[config.mk]
export PLATFORM = sky130hd
export DESIGN_NAME = circuit_breaker_fault_gate
export DESIGN_NICKNAME = d
export VERILOG_FILES = /design/src/hdl/cbfg_pkg.sv /design/src/hdl/circuit_breaker_fault_gate.sv
export SDC_FILE = /design/constraint.sdc
export NUM_CORES = 1
export LEC_CHECK = 0
export ABC_AREA = 1
export BUFFER_PORTS_ARGS = -buffer_cell sky130_fd_sc_hd__buf_2
export CAP_MARGIN = 40
export CELL_PAD_IN_SITES_DETAIL_PLACEMENT = 1
export CELL_PAD_IN_SITES_GLOBAL_PLACEMENT = 1
export CORE_UTILIZATION = 45
export DETAILED_ROUTE_END_ITERATION = 16
export GPL_TIMING_DRIVEN = 0
export PLACE_DENSITY_LB_ADDON = 0.1
export SYNTH_ARGS = -nofsm -noshare
export SYNTH_HDL_FRONTEND = slang
export SYNTH_SLANG_ARGS = --single-unit
[constraint.sdc]
create_clock -name i_clk -period 7.6 [get_ports i_clk]
set_input_delay 0.76 -clock i_clk [delete_from_list [all_inputs] [get_ports i_clk]]
set_output_delay 0.76 -clock i_clk [all_outputs]
set_load 0.02 [all_outputs]
[src/hdl/cbfg_pkg.sv]
// ----------------------------------------------------------------------------
// cbfg_pkg
// Types and constants shared by the circuit breaker fault gate.
// ----------------------------------------------------------------------------
package cbfg_pkg;

    localparam int unsigned CNT_WIDTH_DEF   = 32;
    localparam int unsigned RESULT_WIDTH    = 32;
    localparam int unsigned CLOSE_SUCCESSES = 3;

    localparam logic [7:0]  THRESHOLD_RESET = 8'd5;
    localparam logic [31:0] TIMEOUT_RESET   = 32'd30;

    typedef enum logic [1:0] {
        GATE_CLOSED = 2'd0,
        GATE_OPEN   = 2'd1,
        GATE_HALF   = 2'd2
    } t_gate_state;

    typedef enum logic [1:0] {
        MODE_TICK  = 2'd0,
        MODE_CALL  = 2'd1,
        MODE_CLEAR = 2'd2
    } t_mode;

    localparam logic [1:0] OUTCOME_SUCCESS   = 2'd0;
    localparam logic [1:0] OUTCOME_EXCEPTION = 2'd2;

    localparam logic CFG_THRESHOLD = 1'b0;
    localparam logic CFG_TIMEOUT   = 1'b1;

endpackage

[src/hdl/circuit_breaker_fault_gate.sv]
// ----------------------------------------------------------------------------
// circuit_breaker_fault_gate
// Three-state fault gate (closed, open, half-open) with saturating statistics.
// ----------------------------------------------------------------------------
// Channel   Direction  Handshake                    Payload
// input     in         i_in_valid / o_in_ready      i_mode, i_outcome
// result    out        o_out_valid / i_out_ready    o_gate_state .. o_transition_total
// config    in         i_cfg_we                     i_cfg_index, i_cfg_data
//
// Each item is processed combinationally and its result is valid in the cycle after it is accepted.
// A new item is accepted every cycle while the result register is empty or its result is taken in the same cycle.
// The result register holds while the output is stalled, and input is then held off.
// Reset is synchronous and active low; it restores the registers and clears all state.
// ----------------------------------------------------------------------------
module circuit_breaker_fault_gate
    import cbfg_pkg::*;
#(
    parameter int unsigned COUNTER_WIDTH = CNT_WIDTH_DEF
) (
    input  logic        i_clk,
    input  logic        i_rst_n,

    input  logic        i_cfg_we,
    input  logic        i_cfg_index,
    input  logic [31:0] i_cfg_data,

    input  logic        i_in_valid,
    output logic        o_in_ready,
    input  logic [1:0]  i_mode,
    input  logic [1:0]  i_outcome,

    output logic        o_out_valid,
    input  logic        i_out_ready,
    output logic [1:0]  o_gate_state,
    output logic        o_admitted,
    output logic [31:0] o_call_total,
    output logic [31:0] o_success_total,
    output logic [31:0] o_failure_total,
    output logic [31:0] o_fast_fail_total,
    output logic [31:0] o_exception_total,
    output logic [31:0] o_transition_total
);

    typedef logic [COUNTER_WIDTH-1:0] t_cnt;

    logic [7:0]  r_threshold;
    logic [31:0] r_timeout;

    t_gate_state r_gate,       n_gate;
    logic [7:0]  r_fail_run,   n_fail_run;
    logic [7:0]  r_ok_run,     n_ok_run;
    logic [31:0] r_ticks,      n_ticks;
    t_cnt        r_call_cnt,   n_call_cnt;
    t_cnt        r_ok_cnt,     n_ok_cnt;
    t_cnt        r_bad_cnt,    n_bad_cnt;
    t_cnt        r_reject_cnt, n_reject_cnt;
    t_cnt        r_exc_cnt,    n_exc_cnt;
    t_cnt        r_chg_cnt,    n_chg_cnt;
    logic        r_admitted,   n_admitted;
    logic        r_out_valid;

    logic        in_accept;

    function automatic t_cnt sat_inc(input t_cnt value);
        return (value != '1) ? value + t_cnt'(1) : value;
    endfunction

    function automatic logic [7:0] sat_inc8(input logic [7:0] value);
        return (value != 8'hFF) ? value + 8'd1 : value;
    endfunction

    assign o_in_ready = !r_out_valid || i_out_ready;
    assign in_accept  = i_in_valid && o_in_ready;

    always_comb begin
        t_gate_state           mid_gate;
        logic [7:0]            ok_next;
        logic [7:0]            fail_next;
        logic [1:0]            chg_inc;
        logic [COUNTER_WIDTH:0] chg_sum;

        n_gate       = r_gate;
        n_fail_run   = r_fail_run;
        n_ok_run     = r_ok_run;
        n_ticks      = r_ticks;
        n_call_cnt   = r_call_cnt;
        n_ok_cnt     = r_ok_cnt;
        n_bad_cnt    = r_bad_cnt;
        n_reject_cnt = r_reject_cnt;
        n_exc_cnt    = r_exc_cnt;
        n_chg_cnt    = r_chg_cnt;
        n_admitted   = 1'b0;
        mid_gate     = r_gate;
        ok_next      = sat_inc8(r_ok_run);
        fail_next    = sat_inc8(r_fail_run);
        chg_inc      = 2'd0;
        chg_sum      = '0;

        case (t_mode'(i_mode))
            MODE_TICK: begin
                n_ticks = (r_ticks != 32'hFFFF_FFFF) ? r_ticks + 32'd1 : r_ticks;
            end
            MODE_CALL: begin
                if (r_gate == GATE_OPEN && r_ticks < r_timeout) begin
                    n_reject_cnt = sat_inc(r_reject_cnt);
                end else begin
                    if (r_gate == GATE_OPEN) begin
                        mid_gate = GATE_HALF;
                        chg_inc  = chg_inc + 2'd1;
                    end
                    n_gate     = mid_gate;
                    n_call_cnt = sat_inc(r_call_cnt);
                    if (i_outcome == OUTCOME_SUCCESS) begin
                        n_admitted = 1'b1;
                        n_ok_cnt   = sat_inc(r_ok_cnt);
                        n_ok_run   = ok_next;
                        if (mid_gate == GATE_HALF) begin
                            if (ok_next >= 8'(CLOSE_SUCCESSES)) begin
                                n_gate     = GATE_CLOSED;
                                n_fail_run = 8'd0;
                                n_ok_run   = 8'd0;
                                chg_inc    = chg_inc + 2'd1;
                            end
                        end else if (mid_gate == GATE_CLOSED) begin
                            n_fail_run = 8'd0;
                        end
                    end else begin
                        if (i_outcome == OUTCOME_EXCEPTION) begin
                            n_exc_cnt = sat_inc(r_exc_cnt);
                        end
                        n_fail_run = fail_next;
                        n_bad_cnt  = sat_inc(r_bad_cnt);
                        n_ticks    = 32'd0;
                        if (fail_next >= r_threshold) begin
                            if (mid_gate != GATE_OPEN) begin
                                n_gate  = GATE_OPEN;
                                chg_inc = chg_inc + 2'd1;
                            end
                            n_ok_run = 8'd0;
                        end
                    end
                end
                chg_sum   = {1'b0, r_chg_cnt} + (COUNTER_WIDTH + 1)'(chg_inc);
                n_chg_cnt = chg_sum[COUNTER_WIDTH] ? '1 : chg_sum[COUNTER_WIDTH-1:0];
            end
            MODE_CLEAR: begin
                n_gate       = GATE_CLOSED;
                n_fail_run   = 8'd0;
                n_ok_run     = 8'd0;
                n_call_cnt   = '0;
                n_ok_cnt     = '0;
                n_bad_cnt    = '0;
                n_reject_cnt = '0;
                n_exc_cnt    = '0;
                n_chg_cnt    = '0;
            end
            default: begin
            end
        endcase
    end

    always_ff @(posedge i_clk) begin
        if (!i_rst_n) begin
            r_threshold <= THRESHOLD_RESET;
            r_timeout   <= TIMEOUT_RESET;
        end else if (i_cfg_we) begin
            case (i_cfg_index)
                CFG_THRESHOLD: r_threshold <= i_cfg_data[7:0];
                CFG_TIMEOUT:   r_timeout   <= i_cfg_data;
                default: begin
                end
            endcase
        end
    end

    always_ff @(posedge i_clk) begin
        if (!i_rst_n) begin
            r_gate       <= GATE_CLOSED;
            r_fail_run   <= 8'd0;
            r_ok_run     <= 8'd0;
            r_ticks      <= 32'd0;
            r_call_cnt   <= '0;
            r_ok_cnt     <= '0;
            r_bad_cnt    <= '0;
            r_reject_cnt <= '0;
            r_exc_cnt    <= '0;
            r_chg_cnt    <= '0;
            r_admitted   <= 1'b0;
            r_out_valid  <= 1'b0;
        end else begin
            if (in_accept) begin
                r_gate       <= n_gate;
                r_fail_run   <= n_fail_run;
                r_ok_run     <= n_ok_run;
                r_ticks      <= n_ticks;
                r_call_cnt   <= n_call_cnt;
                r_ok_cnt     <= n_ok_cnt;
                r_bad_cnt    <= n_bad_cnt;
                r_reject_cnt <= n_reject_cnt;
                r_exc_cnt    <= n_exc_cnt;
                r_chg_cnt    <= n_chg_cnt;
                r_admitted   <= n_admitted;
                r_out_valid  <= 1'b1;
            end else if (i_out_ready) begin
                r_out_valid  <= 1'b0;
            end
        end
    end

    assign o_out_valid        = r_out_valid;
    assign o_gate_state       = r_gate;
    assign o_admitted         = r_admitted;
    assign o_call_total       = RESULT_WIDTH'(r_call_cnt);
    assign o_success_total    = RESULT_WIDTH'(r_ok_cnt);
    assign o_failure_total    = RESULT_WIDTH'(r_bad_cnt);
    assign o_fast_fail_total  = RESULT_WIDTH'(r_reject_cnt);
    assign o_exception_total  = RESULT_WIDTH'(r_exc_cnt);
    assign o_transition_total = RESULT_WIDTH'(r_chg_cnt);

    a_admit_not_open: assert property (@(posedge i_clk) disable iff (!i_rst_n)
        r_out_valid && r_admitted |-> r_gate != GATE_OPEN)
        else $error("Admitted call reported with the gate open.");

    a_open_ok_run_zero: assert property (@(posedge i_clk) disable iff (!i_rst_n)
        r_gate == GATE_OPEN |-> r_ok_run == 8'd0)
        else $error("Success run is not zero while the gate is open.");

    a_tick_keeps_gate: assert property (@(posedge i_clk) disable iff (!i_rst_n)
        in_accept && i_mode == MODE_TICK |=> $stable(r_gate) && !r_admitted)
        else $error("Tick changed the gate state or admitted a call.");

    a_clear_result: assert property (@(posedge i_clk) disable iff (!i_rst_n)
        in_accept && i_mode == MODE_CLEAR |=>
            r_gate == GATE_CLOSED && r_call_cnt == '0 && r_chg_cnt == '0)
        else $error("Clear did not restore the closed state and statistics.");

    a_ready_when_empty: assert property (@(posedge i_clk) disable iff (!i_rst_n)
        !r_out_valid |-> o_in_ready)
        else $error("Input held off with an empty result register.");

endmodule

After elaboration in Yosys (flattened, before gate mapping)
Cells that the tools add are included.

storage, ports and cells
  bits of input ports = 42
  bits in registers = 284
  word-level logic and storage cells = 142
  memories = 0
  memory bits (read-only) = 0
  bits in latches = 0
  bits in writable memories = 0
  output and inout port bits = 197

cells by class
  bitwise logic cells = 1
  multiply operators = 0
  add/sub/neg operators = 10
  multiplexer cells = 64
  shifts and indexed selects = 0
  equality and inequality tests = 28
  div/mod/pow operators = 0
  reductions and logical operators = 22
  order comparisons = 3

operators by type and width
  kind                                                               number
  2-to-1 mux 32 bit                                                  18
  one-hot mux 32 bit (2 select lines)                                7
  adder 32 x 1 -> 32 bit, second input constant                      6
  inequality test 32 bit, second input constant                      6
  2-to-1 mux 8 bit                                                   12
  2-to-1 mux 2 bit                                                   18
  adder 32 x 2 -> 33 bit                                             1
  < comparator 32 bit                                                1
  one-hot mux 8 bit (2 select lines)                                 2
  inequality test 2 bit, second input constant                       11
  AND reduction 5 bit                                                4
  adder 8 x 1 -> 8 bit, second input constant                        2
  inequality test 8 bit, second input constant                       2
  AND reduction 4 bit                                                3
  greater-or-equal comparator 8 x 2 -> 1 bit, second input constant  1
  greater-or-equal comparator 8 bit                                  1
  inequality test 4 bit, second input constant                       2
  == test 2 bit, second input constant                               3
  zero test 2 bit                                                    3
  2-to-1 mux 1 bit                                                   6
  AND reduction 2 bit                                                3
  AND reduction 6 bit                                                1
  nonzero test 2 bit                                                 3
  == test 2 x 1 -> 1 bit, second input constant                      2
  other kinds (9)                                                    10

Logic depth before layout (Yosys ltp)
  depth in word-level cells = 13
  mapped depth = 32
  mapped depth without buffers = 32

Least setup slack after synthesis
OpenSTA, ideal clock, no wires.

  path type = register to register
  start = reg r_fail_run[0]
  end = reg r_chg_cnt[30], in the netlist o_transition_total[30]
  path buffers = 0
  arrival time = 4.262 ns
  setup time = 0.070 ns
  required time = 7.530 ns
  period minus slack after synthesis = 4.333 ns
  slack = 3.267 ns
  stages on the path, launching flop included = 31
  cell sequence = dfxtp_1 ha_1 nand3_1 nor2_1 inv_1 nor2_1 nand2_1 nand2_1 xor2_1 inv_1 ha_1 nand2_1 nor2_1 nand4_1 o2111ai_1 nor2_1 o21ai_0 o2111a_1 ha_1 inv_1 fa_1 nor2_2 nand2_2 nor2_2 nand3_1 nor3_2 nand2_1 or2_1 nand3_1 nand2_1 a21oi_1

between the ends
  longest elaborated chain between the ends = 10
  elaborated cells between the ends (all ways) = 11
  those cells by class = 2 x add/sub; 1 x order compare; 1 x eq/ne; 7 x mux

RTL lines
  element                                                               line                               source
  from (decl)                                                           circuit_breaker_fault_gate.sv:50   logic [7:0] r_fail_run, n_fail_run;
  from (signal assigned)                                                circuit_breaker_fault_gate.sv:193  r_fail_run <= n_fail_run;
  adder 8 x 1 -> 8 bit / inequality test 8 bit (equally long branches)  circuit_breaker_fault_gate.sv:69   return (value != 8'hFF) ? value + 8'd1 : value;
  2-to-1 mux 8 bit *                                                    circuit_breaker_fault_gate.sv:69
  greater-or-equal comparator 8 bit *                                   circuit_breaker_fault_gate.sv:134  if (fail_next >= r_threshold) begin
  2-to-1 mux 2 bit *                                                    circuit_breaker_fault_gate.sv:134
  2-to-1 mux 2 bit *                                                    circuit_breaker_fault_gate.sv:113  if (i_outcome == OUTCOME_SUCCESS) begin
  2-to-1 mux 2 bit *                                                    circuit_breaker_fault_gate.sv:104  if (r_gate == GATE_OPEN && r_ticks < r_timeout) begin
  2-to-1 mux 2 bit *                                                    circuit_breaker_fault_gate.sv:99   case (t_mode'(i_mode))
  adder 32 x 2 -> 33 bit *                                              circuit_breaker_fault_gate.sv:143  chg_sum = {1'b0, r_chg_cnt} + (COUNTER_WIDTH + 1)'(chg_inc);
  2-to-1 mux 32 bit *                                                   circuit_breaker_fault_gate.sv:144  n_chg_cnt = chg_sum[COUNTER_WIDTH] ? '1 : chg_sum[COUNTER_WIDTH-1:0];
  one-hot mux 32 bit (2 select lines) *                                 circuit_breaker_fault_gate.sv:99
  to (signal assigned)                                                  circuit_breaker_fault_gate.sv:201  r_chg_cnt <= n_chg_cnt;
  to (decl)                                                             circuit_breaker_fault_gate.sv:58   t_cnt r_chg_cnt, n_chg_cnt;

Every way passes the cells marked *; elsewhere a longest branch is shown, timed or not. The select of a mux whose other input is x is not followed.
A chain may end at the register's enable or synchronous reset.

Worst setup path after layout
  start = reg r_fail_run[0]
  end = reg r_chg_cnt[21], in the netlist o_transition_total[21]

Same word-level chain as after synthesis.

==> results by group <==
Setup path
  – Buf/Inv on CP: 3
  – R2R cell count: 29
  – WP depth: 29
  – Crit-path max cell delay: 450 ps
  – Crit Path Category: reg2reg
  – Most used cell, CP: nand2_1
  – Crit path max-delay family: simple AND/OR/NAND/NOR gates
  – Slowest cell on crit path: fa_1
  – CP max FO: 10
  – CP Data Arrival Time: 6060 ps
  – Crit start category: flop
  – Req. time, crit path: just over 8000 ps
  – Worst setup EP type: flop

Synthesis
  – Area leader, netlist: dfxtp_1
  – Syn_nets: 2,925
  – Area share of the largest cell type after synthesis: 0.3116
  – Most area-consuming cells after synthesis: dfxtp_1 31%, nand2_1 16%, a21oi_1 7.8%
  – Syn. warnings: 0
  – EDFF count, synth: 0
  – Most frequent cell after synthesis: nand2_1
  – Syn_area_per_cell: 6.461 µm²
  – Synthesized area: 18,250 µm²
  – Most frequent cells after synthesis: 772 x nand2_1, 378 x nor2_1, 285 x a21oi_1, 284 x dfxtp_1, 223 x inv_1
  – FFs w/ async S/R, synth: 0
  – Syn Inst Count: 2,824
  – Post-synthesis register bit count: 284
  – Yosys cell types: 48
  – Post-synthesis sequential area ratio: 0.3116
  – Post-synth top flop: dfxtp_1

Floorplan
  – Core outline area: 39,820 µm²
  – Ports: 239
  – Num rows: 73
  – Initial Util: 0.4582
  – Die height: 203.4 µm
  – Die Width: 203.4 µm
  – Die area: 41,360 µm²

Clock tree
  – CTS resizes: 0
  – Clock-pin transition on the worst setup and hold timing paths: 60 ps
  – Post-cts hold buffer count: 0
  – Post-CTS setup buffers: 0
  – Worst-Skew Late Latency: 550 ps
  – Root Buffer: clkbuf_16
  – CTS Buffer Depth: 3
  – CTS buffer count: 36
  – TritonCTS clock tree: done
  – Clock sinks: 284
  – H-Tree Level Count: 2

Routing
  – DRC viols: 0
  – Vias per Instance: between 5 and 6
  – DRT iter0 DRCs: just over 900
  – DR WL/cell: between 15 and 20 µm
  – DRT Pass-1 Iters: 5
  – Detail Route Antenna Nets: 0
  – Drt total wl: around 68,000 µm
  – Via count: 19,960

Placement
  – DP Cell Count: 3,588
  – Number of port buffers: 237
  – Hpwl dp: 52,710 µm
  – Placer Congestion: 0.9601

STA
  – Crit share post-route: 0.7359
  – Layout Skew: 15.31 ps
  – Final setup viols: 0
  – TNS Setup: 0 ps
  – Rel. slew slack: 0.3903
  – Worst-Margin Slew: just over 900 ps
  – Fmax: 0.1788 GHz
  – Tmin final: 5593 ps
  – Hold WS: 461.8 ps
  – Final hold viol count: 0
  – Slew Limit Fails: 0
  – RSZ-0062 raised after global routing: false

Global route
  – GRT Total Usage: 0.3234
  – GRT overflow: 0
  – First-pass GRT wire length: 107,100 µm
  – Largest net degree at the start of global routing: 14
  – Initial antenna violation count: 1
  – Vias in the first global route: 20,520

Layout
  – NumNets Final: 3,202
  – Area delta synth->final: 16.88%
  – Multi-input gate area: 11,160 µm²
  – FF+latch area: roughly 5700 µm²
  – Ratio of cells with drive above 1 in the final layout: 0.1315
  – Filler cell count: 5,504
  – Final Core Density: 0.5355
  – Post-route insts no fill: 3,651

Power and ir drop
  – Max rail drop VDD: 0.1365 mV
  – Sw frac: 0.2621
  – Pleak: 7.978 nW
  – Clk pwr share: 0.492
  – Pwr Density: 171.0 nW/µm²
  – Sw power: 955.6 µW
  – Pint: 2.690 mW
  – Comb power frac: 0.089
  – Seq pwr share: 0.419

Outcome
  – Outcome: complete, no violations

Min path
  – Hold Path Depth: 2
  – Hold Crit Class: reg2reg

Job
  – Max-cap violations: 0
## worst reg2reg max path: cells and delay by family (launching register included)
| kind | cells | cell delay [ps] |
|---|---|---|
| buffers and inverters | 3 | 190 |
| XOR/XNOR | 1 | 210 |
| flip-flops | 1 | 360 |
| AO/OA/AOI/OAI | 4 | 830 |
| adder cells (fa/ha/maj) | 4 | 1170 |
| AND/OR/NAND/NOR | 17 | 2740 |
## placed cells by master (no fill, tap or decap), types with 63 or more instances in the layout
cell type / n
nand2_1: 772
nor2_1: 378
a21oi_1: 285
dfxtp_1: 284
buf_2: 257
inv_1: 223
nor3_1: 124
nand3_1: 116
xor2_1: 115
xnor2_1: 73
clkbuf_1: 72
o21ai_0: 63
## power by group through the flow
stage          Clock [mW]  Sequential (mW)  Combinational, mW
4_1_cts              1.82             1.53              0.322
6_report             1.79             1.53              0.323
3_3_place_gp            0             1.56              0.301
3_5_place_dp            0             1.56              0.319
2_1_floorplan           0             1.56              0.197
5_1_grt              1.87             1.53              0.353
## kinds of logic after synthesis
| logic type | Yosys count | synth area share |
|---|---|---|
| flip-flops | 284 | 0.3116 |
| buffers and inverters | 344 | 0.07673 |
| AND/OR/NAND/NOR | 1550 | 0.3659 |
| XOR/XNOR | 188 | 0.09024 |
| adder cells (fa/ha/maj) | 59 | 0.04087 |
| AO/OA/AOI/OAI | 399 | 0.1147 |
## layer usage
metal  up-vias  share of wire  track usage
met3       134          0.041      0.04298
met2       401           0.49       0.5667
li1       9736              -            -
met5         -              0            0
met1      9684           0.44       0.3952
met4         0          0.038       0.1372
## sequential cells by signal, indices dropped and copies added (netlist names), 32 cells and up
register            cells
o_call_total           32
r_ticks                32
o_failure_total        32
o_exception_total      32
o_transition_total     32
o_fast_fail_total      32
r_timeout              32
o_success_total        32
## through the flow
step	power [mW]	worst slack (ps)	cell area, µm²
after global routing	3.758	1625	21320
final	3.646	2007	21330
after CTS	3.668	2107	21320
after global placement	1.861	2318	20090
after detailed placement	1.880	2142	20110
after floorplan	1.758	3267	18250
## path summary, 6_finish.rpt
path / startpoint / end / slack [ps]
setup reg to reg: r_fail_run[0]$_SDFFE_PN0P_ / o_transition_total[21]$_SDFFE_PN0P_ / 2010
hold / removal: r_timeout[10]$_SDFFE_PN0P_ / r_timeout[10]$_SDFFE_PN0P_ / 460
hold reg to reg: r_timeout[10]$_SDFFE_PN0P_ / r_timeout[10]$_SDFFE_PN0P_ / 460
setup / recovery: r_fail_run[0]$_SDFFE_PN0P_ / o_transition_total[21]$_SDFFE_PN0P_ / 2010
## final cells by class
cell class                      count  share of cell area
Multi-Input combinational cell   2196              0.5233
Sequential cell                   284              0.2666
Timing Repair Buffer              239             0.05668
Clock buffer                       49             0.04881
Inverter                          233             0.04101
Tap cell                          525             0.03080
Buffer                            111             0.02464
Clock inverter                     13            0.007979
Antenna cell                        1           0.0001173
Note: power is estimated with default switching activity, not from simulation.
